[src/hw/rtl/r0ss_pkg.sv]
package r0ss_pkg;

  // field widths of the request and chunk transactions
  localparam int unsigned SECTOR_W   = 48;
  localparam int unsigned COUNT_W    = 12;
  localparam int unsigned DSHIFT_W   = 2;
  localparam int unsigned SSHIFT_W   = 4;
  localparam int unsigned DISK_W     = 2;
  localparam int unsigned STRIPE_W   = 16;

  localparam logic [COUNT_W-1:0]  MAX_REQUEST_SECTORS = COUNT_W'(4032);
  localparam logic [SSHIFT_W-1:0] MIN_STRIPE_SHIFT    = SSHIFT_W'(6);
  localparam logic [DSHIFT_W-1:0] MIN_DISK_SHIFT      = DSHIFT_W'(1);
  localparam logic [DSHIFT_W-1:0] MAX_DISK_SHIFT      = DSHIFT_W'(2);

  // disk index masks for two and four disks
  localparam logic [DISK_W-1:0] DMASK_TWO  = DISK_W'(8'h01);
  localparam logic [DISK_W-1:0] DMASK_FOUR = DISK_W'(8'h03);

  localparam int unsigned QUEUE_DEPTH = 2;

  // register indexes, taken from paddr bit 2
  typedef enum logic {
    REG_DISK_SHIFT   = 1'b0,
    REG_STRIPE_SHIFT = 1'b1
  } reg_index_t;

  typedef struct packed {
    logic                req_type;
    logic [SECTOR_W-1:0] start_sector;
    logic [COUNT_W-1:0]  sector_count;
  } req_t;

  typedef struct packed {
    logic valid;
    logic ready;
  } hs_t;

endpackage

[src/hw/rtl/r0ss_front.sv]
module r0ss_front (
  input  logic                        in_tvalid,
  output logic                        in_tready,
  input  logic [63:0]                 in_tdata,
  input  logic                        in_tuser,
  output r0ss_pkg::req_t              push_data,
  output logic                        push_valid,
  input  logic                        push_ready
);

  logic [r0ss_pkg::COUNT_W-1:0] count;

  assign count = in_tdata[59:48];

  // zero-count requests are taken and dropped
  assign in_tready  = push_ready;
  assign push_valid = in_tvalid && (count != '0);

  always_comb begin
    push_data.req_type     = in_tuser;
    push_data.start_sector = in_tdata[47:0];
    push_data.sector_count = (count > r0ss_pkg::MAX_REQUEST_SECTORS) ?
                             r0ss_pkg::MAX_REQUEST_SECTORS : count;
  end

endmodule

[src/hw/rtl/r0ss_queue.sv]
module r0ss_queue #(
  parameter int unsigned DEPTH = r0ss_pkg::QUEUE_DEPTH
) (
  input  logic           clk,
  input  logic           rst_n,
  input  r0ss_pkg::req_t push_data,
  input  logic           push_valid,
  output logic           push_ready,
  output r0ss_pkg::req_t pop_data,
  output r0ss_pkg::hs_t  pop_hs_o,
  input  logic           pop_ready
);

  localparam int unsigned PTR_W = (DEPTH > 1) ? $clog2(DEPTH) : 1;
  localparam int unsigned CNT_W = $clog2(DEPTH + 1);

  r0ss_pkg::req_t   entries_r [DEPTH];
  logic [PTR_W-1:0] wr_ptr_r, wr_ptr_nxt;
  logic [PTR_W-1:0] rd_ptr_r, rd_ptr_nxt;
  logic [CNT_W-1:0] count_r, count_nxt;
  logic             do_push, do_pop;

  assign push_ready     = (count_r != CNT_W'(DEPTH));
  assign pop_hs_o.valid = (count_r != '0);
  assign pop_hs_o.ready = pop_ready;
  assign pop_data       = entries_r[rd_ptr_r];

  assign do_push = push_valid && push_ready;
  assign do_pop  = pop_hs_o.valid && pop_ready;

  always_comb begin
    wr_ptr_nxt = wr_ptr_r;
    rd_ptr_nxt = rd_ptr_r;
    count_nxt  = count_r;
    if (do_push) begin
      wr_ptr_nxt = (wr_ptr_r == PTR_W'(DEPTH - 1)) ? '0 : wr_ptr_r + PTR_W'(1);
    end
    if (do_pop) begin
      rd_ptr_nxt = (rd_ptr_r == PTR_W'(DEPTH - 1)) ? '0 : rd_ptr_r + PTR_W'(1);
    end
    if (do_push && !do_pop) begin
      count_nxt = count_r + CNT_W'(1);
    end else if (do_pop && !do_push) begin
      count_nxt = count_r - CNT_W'(1);
    end
  end

  always_ff @(posedge clk) begin
    if (!rst_n) begin
      wr_ptr_r <= '0;
      rd_ptr_r <= '0;
      count_r  <= '0;
    end else begin
      wr_ptr_r <= wr_ptr_nxt;
      rd_ptr_r <= rd_ptr_nxt;
      count_r  <= count_nxt;
    end
  end

  always_ff @(posedge clk) begin
    if (do_push) begin
      entries_r[wr_ptr_r] <= push_data;
    end
  end

endmodule

[src/hw/rtl/r0ss_back.sv]
module r0ss_back (
  input  logic                              clk,
  input  logic                              rst_n,
  input  logic [r0ss_pkg::DSHIFT_W-1:0]     disk_shift,
  input  logic [r0ss_pkg::SSHIFT_W-1:0]     stripe_shift,
  input  r0ss_pkg::req_t                    pop_data,
  input  r0ss_pkg::hs_t                     pop_hs_i,
  output logic                              pop_ready,
  output logic                              out_tvalid,
  input  logic                              out_tready,
  output logic [79:0]                       out_tdata,
  output logic                              out_tuser,
  output logic                              out_tlast
);

  localparam int unsigned SW = r0ss_pkg::SECTOR_W;
  localparam int unsigned CW = r0ss_pkg::COUNT_W;
  localparam int unsigned TW = r0ss_pkg::STRIPE_W;
  localparam int unsigned DW = r0ss_pkg::DISK_W;

  // chunk walker state
  logic                busy_r, busy_nxt;
  logic                type_r, type_nxt;
  logic [SW-1:0]       pos_r, pos_nxt;
  logic [CW-1:0]       remain_r, remain_nxt;
  logic [CW-1:0]       done_r, done_nxt;

  // output stage
  logic                ovalid_r, ovalid_nxt;
  logic                otype_r;
  logic [DW-1:0]       odisk_r;
  logic [SW-1:0]       osector_r;
  logic [CW-1:0]       olen_r;
  logic [CW-1:0]       ooffs_r;
  logic                olast_r;

  logic [r0ss_pkg::DSHIFT_W-1:0] ds;
  logic [r0ss_pkg::SSHIFT_W-1:0] ss;
  logic [DW-1:0]       dmask;
  logic [4:0]          hi_shift;
  logic [TW-1:0]       stripe_size, smask, offs, room;
  logic [SW-1:0]       stripe_hi, disk_sec;
  logic [DW-1:0]       stripe_no;
  logic [CW-1:0]       len;
  logic                last, step, take;

  always_comb begin
    ds = disk_shift;
    if (disk_shift < r0ss_pkg::MIN_DISK_SHIFT) ds = r0ss_pkg::MIN_DISK_SHIFT;
    if (disk_shift > r0ss_pkg::MAX_DISK_SHIFT) ds = r0ss_pkg::MAX_DISK_SHIFT;
    ss = (stripe_shift < r0ss_pkg::MIN_STRIPE_SHIFT) ? r0ss_pkg::MIN_STRIPE_SHIFT :
                                                       stripe_shift;
  end

  assign dmask       = (ds == r0ss_pkg::MIN_DISK_SHIFT) ? r0ss_pkg::DMASK_TWO :
                                                          r0ss_pkg::DMASK_FOUR;
  assign stripe_size = TW'(1) << ss;
  assign smask       = stripe_size - TW'(1);
  assign offs        = pos_r[TW-1:0] & smask;
  assign room        = stripe_size - offs;
  assign last        = (room >= TW'(remain_r));
  assign len         = last ? remain_r : room[CW-1:0];
  assign hi_shift    = 5'(ss) + 5'(ds);
  assign stripe_no   = DW'(pos_r >> ss);
  assign stripe_hi   = pos_r >> hi_shift;
  assign disk_sec    = (stripe_hi << ss) | SW'(offs);

  assign step      = busy_r && (!ovalid_r || out_tready);
  assign pop_ready = !busy_r || (step && last);
  assign take      = pop_hs_i.valid && pop_hs_i.ready;

  always_comb begin
    busy_nxt   = busy_r;
    type_nxt   = type_r;
    pos_nxt    = pos_r;
    remain_nxt = remain_r;
    done_nxt   = done_r;
    if (step) begin
      pos_nxt    = pos_r + SW'(len);
      remain_nxt = remain_r - len;
      done_nxt   = done_r + len;
      if (last) busy_nxt = 1'b0;
    end
    if (take) begin
      busy_nxt   = 1'b1;
      type_nxt   = pop_data.req_type;
      pos_nxt    = pop_data.start_sector;
      remain_nxt = pop_data.sector_count;
      done_nxt   = '0;
    end
    ovalid_nxt = ovalid_r;
    if (step) begin
      ovalid_nxt = 1'b1;
    end else if (out_tready) begin
      ovalid_nxt = 1'b0;
    end
  end

  always_ff @(posedge clk) begin
    if (!rst_n) begin
      busy_r   <= 1'b0;
      ovalid_r <= 1'b0;
    end else begin
      busy_r   <= busy_nxt;
      ovalid_r <= ovalid_nxt;
    end
  end

  always_ff @(posedge clk) begin
    type_r   <= type_nxt;
    pos_r    <= pos_nxt;
    remain_r <= remain_nxt;
    done_r   <= done_nxt;
    if (step) begin
      otype_r   <= type_r;
      odisk_r   <= stripe_no & dmask;
      osector_r <= disk_sec;
      olen_r    <= len;
      ooffs_r   <= done_r;
      olast_r   <= last;
    end
  end

  assign out_tvalid = ovalid_r;
  assign out_tuser  = otype_r;
  assign out_tlast  = olast_r;
  assign out_tdata  = {6'b0, ooffs_r, olen_r, osector_r, odisk_r};

endmodule

[src/hw/rtl/raid0_stripe_request_splitter_unit.sv]
// raid0 stripe request splitter: takes one read or write request (start
// sector, sector count) for a raid-0 volume of two or four disks and emits
// one chunk transaction per stripe piece, in address order, each with disk
// index, sector on that disk, length, offset into the request buffer and a
// last flag on the final piece. counts above 4032 are clamped, zero-count
// requests produce nothing. a request of n chunks (1 to 64) occupies the chunk
// walker, which emits one chunk per cycle while the output register is not
// stalled; the next request starts in the cycle after the last chunk of the
// previous one. a two-entry request queue lets new requests be taken
// while chunks are still being emitted, and the output register lets the
// walker run ahead of a stalled consumer by one chunk. disk_shift and
// stripe_shift may be written only while the block is idle.
module raid0_stripe_request_splitter_unit #(
  parameter int unsigned QUEUE_DEPTH = r0ss_pkg::QUEUE_DEPTH
) (
  input  logic        clk,
  input  logic        rst_n,
  // request channel
  input  logic        in_tvalid,
  output logic        in_tready,
  input  logic [63:0] in_tdata,   // start_sector[47:0], sector_count[59:48], zero pad
  input  logic        in_tuser,   // req_type
  // chunk channel
  output logic        out_tvalid,
  input  logic        out_tready,
  output logic [79:0] out_tdata,  // disk_index[1:0], disk_sector[49:2],
                                  // chunk_length[61:50], buffer_offset[73:62], zero pad
  output logic        out_tuser,  // chunk_type
  output logic        out_tlast,  // last_chunk
  // register port
  input  logic        cfg_psel,
  input  logic        cfg_penable,
  input  logic        cfg_pwrite,
  input  logic [2:0]  cfg_paddr,
  input  logic [31:0] cfg_pwdata,
  output logic [31:0] cfg_prdata,
  output logic        cfg_pready
);

  localparam logic [r0ss_pkg::DSHIFT_W-1:0] DISK_SHIFT_RST   = r0ss_pkg::MIN_DISK_SHIFT;
  localparam logic [r0ss_pkg::SSHIFT_W-1:0] STRIPE_SHIFT_RST = r0ss_pkg::MIN_STRIPE_SHIFT;

  logic [r0ss_pkg::DSHIFT_W-1:0] disk_shift_r;
  logic [r0ss_pkg::SSHIFT_W-1:0] stripe_shift_r;
  logic                          cfg_wr;

  r0ss_pkg::req_t push_data, pop_data;
  logic           push_valid, push_ready, pop_ready;
  r0ss_pkg::hs_t  pop_hs;

  // register file, write completes in the access phase
  assign cfg_pready = 1'b1;
  assign cfg_wr     = cfg_psel && cfg_penable && cfg_pwrite && cfg_pready;

  always_ff @(posedge clk) begin
    if (!rst_n) begin
      disk_shift_r   <= DISK_SHIFT_RST;
      stripe_shift_r <= STRIPE_SHIFT_RST;
    end else if (cfg_wr) begin
      unique case (cfg_paddr[2])
        r0ss_pkg::REG_DISK_SHIFT:   disk_shift_r   <= cfg_pwdata[r0ss_pkg::DSHIFT_W-1:0];
        r0ss_pkg::REG_STRIPE_SHIFT: stripe_shift_r <= cfg_pwdata[r0ss_pkg::SSHIFT_W-1:0];
        default: ;
      endcase
    end
  end

  always_comb begin
    unique case (cfg_paddr[2])
      r0ss_pkg::REG_DISK_SHIFT:   cfg_prdata = 32'(disk_shift_r);
      r0ss_pkg::REG_STRIPE_SHIFT: cfg_prdata = 32'(stripe_shift_r);
      default:                    cfg_prdata = '0;
    endcase
  end

  // front: accept, clamp count, drop empty requests
  r0ss_front u_front (
    .in_tvalid  (in_tvalid),
    .in_tready  (in_tready),
    .in_tdata   (in_tdata),
    .in_tuser   (in_tuser),
    .push_data  (push_data),
    .push_valid (push_valid),
    .push_ready (push_ready)
  );

  // request queue between front and chunk walker
  r0ss_queue #(
    .DEPTH (QUEUE_DEPTH)
  ) u_queue (
    .clk        (clk),
    .rst_n      (rst_n),
    .push_data  (push_data),
    .push_valid (push_valid),
    .push_ready (push_ready),
    .pop_data   (pop_data),
    .pop_hs_o   (pop_hs),
    .pop_ready  (pop_ready)
  );

  // back: walk the request one stripe piece per cycle unless the output stalls
  r0ss_back u_back (
    .clk          (clk),
    .rst_n        (rst_n),
    .disk_shift   (disk_shift_r),
    .stripe_shift (stripe_shift_r),
    .pop_data     (pop_data),
    .pop_hs_i     (pop_hs),
    .pop_ready    (pop_ready),
    .out_tvalid   (out_tvalid),
    .out_tready   (out_tready),
    .out_tdata    (out_tdata),
    .out_tuser    (out_tuser),
    .out_tlast    (out_tlast)
  );

endmodule
[config.mk]
export PLATFORM = sky130hd
export DESIGN_NAME = raid0_stripe_request_splitter_unit
export DESIGN_NICKNAME = d
export VERILOG_FILES = /design/src/hw/rtl/r0ss_pkg.sv /design/src/hw/rtl/r0ss_front.sv /design/src/hw/rtl/r0ss_queue.sv /design/src/hw/rtl/r0ss_back.sv /design/src/hw/rtl/raid0_stripe_request_splitter_unit.sv
export SDC_FILE = /design/constraint.sdc
export NUM_CORES = 1
export LEC_CHECK = 0
export BUFFER_PORTS_ARGS = -buffer_cell sky130_fd_sc_hd__buf_2
export CAP_MARGIN = 20
export CORE_MARGIN = 1
export CORE_UTILIZATION = 35
export DETAILED_ROUTE_END_ITERATION = 10
export GPL_TIMING_DRIVEN = 1
export PLACE_DENSITY = 0.54
export SLEW_MARGIN = 20
export SYNTH_ARGS = -nofsm -noshare
export SYNTH_HDL_FRONTEND = slang
export SYNTH_HIERARCHICAL = 1
export SYNTH_SLANG_ARGS = --single-unit
export TNS_END_PERCENT = 100
[constraint.sdc]
create_clock -name clk -period 20.5 [get_ports clk]
set_clock_uncertainty 0.1 [all_clocks]
set_input_delay 0 -clock clk [delete_from_list [all_inputs] [get_ports clk]]
set_output_delay 0 -clock clk [all_outputs]
set_load 0.02 [all_outputs]
==> impl_metrics.xml <==
<?xml version="1.0" encoding="UTF-8"?>
<metrics>
  <group name="timing">
    <metric name="max_freq" unit="GHz">0.135</metric>
    <metric name="final_critical_delay_including_setup_and_external_delays" unit="ns">7.39</metric>
    <metric name="fin_tns_setup" unit="ns">0</metric>
    <metric name="timing_max_transition_violations_final" unit="">0</metric>
    <metric name="min_period_over_period" unit="%">36.1</metric>
    <metric name="timing.final.setup_violations" unit="">0</metric>
    <metric name="measured_slew_at_the_worst_slew_check_pin" unit="ns">1.05</metric>
    <metric name="hold_viol_final" unit="">0</metric>
    <metric name="finalWorstSetupSlack" unit="ns">13.11</metric>
    <metric name="slew_headroom" unit="%">30.0</metric>
    <metric name="hold_ws" unit="ns">0.0525</metric>
    <metric name="grt_setup_unrepaired" unit="">no</metric>
  </group>
  <group name="synthesis">
    <metric name="synth_fa_ha_area_share" unit="%">4.05</metric>
    <metric name="synth-xor-area-share" unit="%">3.80</metric>
    <metric name="synth.mux.area_fraction" unit="%">19.2</metric>
    <metric name="post_synth_num_cell_types" unit="">82</metric>
    <metric name="postSynthRegisterBits" unit="">284</metric>
    <metric name="yosysSeqAreaShare" unit="%">43.7</metric>
    <metric name="synth_compound_gate_area_share" unit="%">11.3</metric>
    <metric name="cell_area_after_synthesis" unit="mm^2">0.0190</metric>
    <metric name="synth-warning-count" unit="">6</metric>
    <metric name="synth_simple_gate_area_share" unit="%">10.6</metric>
    <metric name="postSynthAreaPerCell" unit="um^2">10.9</metric>
    <metric name="syn-instance-count" unit="">1737</metric>
    <metric name="number_of_flops_mapped_to_enable_cells_by_yosys" unit="">259</metric>
    <metric name="ys_dominant_reg_cell" unit="">sky130_fd_sc_hd__edfxtp_1</metric>
    <metric name="synth_top_family_by_area" unit="">multiplexers</metric>
    <metric name="asyncSetResetFlopFracSynth" unit="%">0</metric>
  </group>
  <group name="grt">
    <metric name="grt_max_degree" unit="">82</metric>
    <metric name="number_of_global_route_vias_before_repair" unit="">13200</metric>
    <metric name="global_route.overflow_total" unit="">0</metric>
    <metric name="track_usage" unit="%">16.4</metric>
    <metric name="grt_antenna_before_repair" unit="">1</metric>
    <metric name="grt_first_pass_wirelength" unit="um">73500</metric>
  </group>
  <group name="drt">
    <metric name="vias" unit="">13400</metric>
    <metric name="detail_route.wirelength" unit="um">46300</metric>
    <metric name="met3_wirelength" unit="um">2180</metric>
    <metric name="route.detailed.wl_per_inst" unit="um">18.0</metric>
    <metric name="detailedRoute.firstPassIterationCount" unit="">5</metric>
    <metric name="dr.max_layer_used" unit="">met4</metric>
    <metric name="met2_length" unit="um">20200</metric>
    <metric name="met1_length" unit="um">23200</metric>
    <metric name="route.antenna.remaining_nets" unit="">0</metric>
    <metric name="drt_iter0_markers" unit="">974</metric>
    <metric name="post_drt_via_cell_ratio" unit="">5.22</metric>
    <metric name="detail_route.drc_violations" unit="">0</metric>
  </group>
  <group name="status">
    <metric name="status" unit="">finished, final reports clean</metric>
  </group>
  <group name="placed_design">
    <metric name="place_ws" unit="ns">13.09</metric>
    <metric name="gpl.final_weighted_congestion" unit="">0.859</metric>
    <metric name="detailedPlacementHpwl" unit="um">32800</metric>
    <metric name="port_buffers" unit="">154</metric>
    <metric name="dpl_cell_area" unit="mm^2">0.0197</metric>
  </group>
  <group name="cells_and_area">
    <metric name="finish.instance_area" unit="mm^2">0.0215</metric>
    <metric name="layout.filler_cells" unit="">5128</metric>
    <metric name="final_common_cell" unit="">sky130_fd_sc_hd__edfxtp_1</metric>
    <metric name="design.final.nets" unit="">2027</metric>
    <metric name="layout.cells.most_common_list" unit="">259 x sky130_fd_sc_hd__edfxtp_1, 167 x sky130_fd_sc_hd__nand2_1, 154 x sky130_fd_sc_hd__buf_2</metric>
    <metric name="synthToLayoutAreaGrowth" unit="%">13.6</metric>
    <metric name="drive_gt1_share" unit="%">23.2</metric>
  </group>
  <group name="clock_network">
    <metric name="htreeDepth" unit="">1</metric>
    <metric name="cts-resized-gates" unit="">0</metric>
    <metric name="cts_tree" unit="">done</metric>
    <metric name="post_cts_hold_buffer_count" unit="">84</metric>
    <metric name="numClockSinks" unit="">284</metric>
    <metric name="clock_latency" unit="ns">0.57</metric>
    <metric name="cts_made_buffers" unit="">31</metric>
    <metric name="clkTransAtPathRegs" unit="ns">0.06</metric>
    <metric name="postCtsSetupBuffers" unit="">0</metric>
    <metric name="clock-root-buffer" unit="">sky130_fd_sc_hd__clkbuf_16</metric>
    <metric name="clockBufferDepth" unit="">3</metric>
  </group>
  <group name="worst_setup_path">
    <metric name="critPathLaunchType" unit="">flop</metric>
    <metric name="critical_path_class" unit="">flop to flop</metric>
    <metric name="crit_slowest_cell" unit="">sky130_fd_sc_hd__nand4_1</metric>
    <metric name="cp_data_required_time" unit="ns">20.68</metric>
    <metric name="path_max_fanout" unit="">25</metric>
    <metric name="timing.critical_path.slowest_cell_delay" unit="ns">0.49</metric>
    <metric name="worst_ep_arrival_time" unit="ns">7.57</metric>
    <metric name="critPathCaptureType" unit="">flop</metric>
    <metric name="reg2reg_setup_slack" unit="ns">13.11</metric>
  </group>
  <group name="floorplanning">
    <metric name="num_io_pins" unit="">224</metric>
    <metric name="floorplan.die_area" unit="mm^2">0.0551</metric>
    <metric name="die_width" unit="um">235</metric>
    <metric name="die_h" unit="um">235</metric>
    <metric name="floorplan.core_area" unit="mm^2">0.0531</metric>
    <metric name="placementRows" unit="">84</metric>
    <metric name="start_util" unit="%">35.7</metric>
  </group>
  <group name="pwr">
    <metric name="peakVddDrop" unit="mV">0.0752</metric>
    <metric name="p_leak" unit="nW">8.22</metric>
    <metric name="power.density_cell_area" unit="mW/mm^2">161</metric>
  </group>
  <group name="run">
    <metric name="max_cap_viol_count" unit="">0</metric>
  </group>
  <group name="worst_hold_path">
    <metric name="hold_path_class" unit="">primary input to flop</metric>
  </group>
</metrics>
## worst max-delay path, delay by kind of cell (launching register included)
family	cells	cell delay [ns]
AO/OA/AOI/OAI	11	1.91
XOR/XNOR	2	0.35
adder cells (fa/ha/maj)	3	1.07
buffers and inverters	5	1.37
flip-flops	1	0.39
AND/OR/NAND/NOR	8	1.90
## power breakdown
part	internal (mW)	switching [mW]
sequential	0.927	0.146
clock	0.311	0.220
combinational	0.775	1.10
## state kept, by name, indices dropped and copies added, names as in the netlist, named ones only
register / count
u_back/type_r: 1
u_queue/wr_ptr_r: 1
u_back/odisk_r: 2
u_back/osector_r: 48
u_back/out_tlast: 1
u_queue/entries_r: 122
u_back/olen_r: 12
u_back/pos_r: 48
u_back/remain_r: 12
stripe_shift_r: 4
u_back/out_tvalid: 1
u_back/done_r: 12
u_queue/rd_ptr_r: 1
u_back/busy_r: 1
u_back/out_tuser: 1
disk_shift_r: 2
u_back/ooffs_r: 12
u_queue/count_r: 2
## metal layers
| metal | vias up | track usage (%) |
|---|---|---|
| met1 | 6471 | 24.3 |
| met5 | - | 0 |
| met4 | 0 | 3.67 |
| li1 | 6547 | - |
| met3 | 49 | 2.22 |
| met2 | 353 | 25.1 |
## cell type report
class | count | area (um^2) | share of cell area (%)
sequential | 284 | 8280 | 38.4
clock inverter | 13 | 115 | 0.534
clock buffer | 42 | 847 | 3.93
inverter | 55 | 208 | 0.964
antenna | 2 | 5.00 | 0.0232
timing repair buffer | 260 | 1780 | 8.25
tap | 688 | 861 | 4.00
multi-input combinational | 1229 | 9450 | 43.9
## through the flow
stage               util, %  cells  power [mW]
floorplan                 -   1770        2.47
global placement       37.2   2432        2.90
detailed placement     37.2   2432        2.93
CTS                    40.6   2571        3.50
global route           40.6   2572        3.74
finish                 40.6   2573        3.48
## kinds of logic (layout without fill, tap and decap cells)
logic type / Yosys count / after routing
and+or+nand+nor: 428 / 428
muxes: 293 / 293
AOI/OAI and AO/OA: 334 / 334
xor gates and xnor gates: 78 / 78
DFF: 284 / 284
buffers and inverters: 257 / 370
other: 4 / 39
adders and majority gates: 59 / 59
## synthesized netlist by cell type, types with 11 or more instances
cell type                  number  share of area [%]
sky130_fd_sc_hd__a31oi_1       15               0.49
sky130_fd_sc_hd__mux4_2        40                4.8
sky130_fd_sc_hd__nor2_1       100                2.0
sky130_fd_sc_hd__ha_1          55                3.6
sky130_fd_sc_hd__buf_1         11               0.22
sky130_fd_sc_hd__nand4_1       11               0.36
sky130_fd_sc_hd__dfxtp_1       25                2.6
sky130_fd_sc_hd__xor2_1        21               0.97
sky130_fd_sc_hd__o21ai_1       12               0.32
sky130_fd_sc_hd__o21a_1        17               0.67
sky130_fd_sc_hd__nand3_1       21               0.55
sky130_fd_sc_hd__nand2b_1      14               0.46
sky130_fd_sc_hd__a21o_1        13               0.51
sky130_fd_sc_hd__edfxtp_1     259                 41
sky130_fd_sc_hd__a21oi_1       71                1.9
sky130_fd_sc_hd__mux2i_1      104                5.5
sky130_fd_sc_hd__xnor2_1       55                2.5
sky130_fd_sc_hd__nand2_1      168                3.3
sky130_fd_sc_hd__nor2b_1       18               0.59
sky130_fd_sc_hd__buf_4        101                4.0
sky130_fd_sc_hd__nor3_1        28               0.74
sky130_fd_sc_hd__o21ai_0       94                2.5
sky130_fd_sc_hd__inv_1         53                1.0
sky130_fd_sc_hd__a22oi_1       14               0.55
sky130_fd_sc_hd__mux2_2       140                8.3
sky130_fd_sc_hd__buf_2         22               0.58
sky130_fd_sc_hd__clkbuf_1      66                1.3
## path summary, 6_finish.rpt
| path | to | cells after the start | from |
|---|---|---|---|
| max | u_back/pos_r[44] | 29 | stripe_shift_r[2] |
| min | u_queue/entries_r[1][45] | 2 | in_tdata[33] |
| max reg2reg | u_back/pos_r[44] | 29 | stripe_shift_r[2] |
| min reg2reg | u_back/out_tuser | 0 | u_back/type_r |
Note: power is estimated with default switching activity, not from simulation.
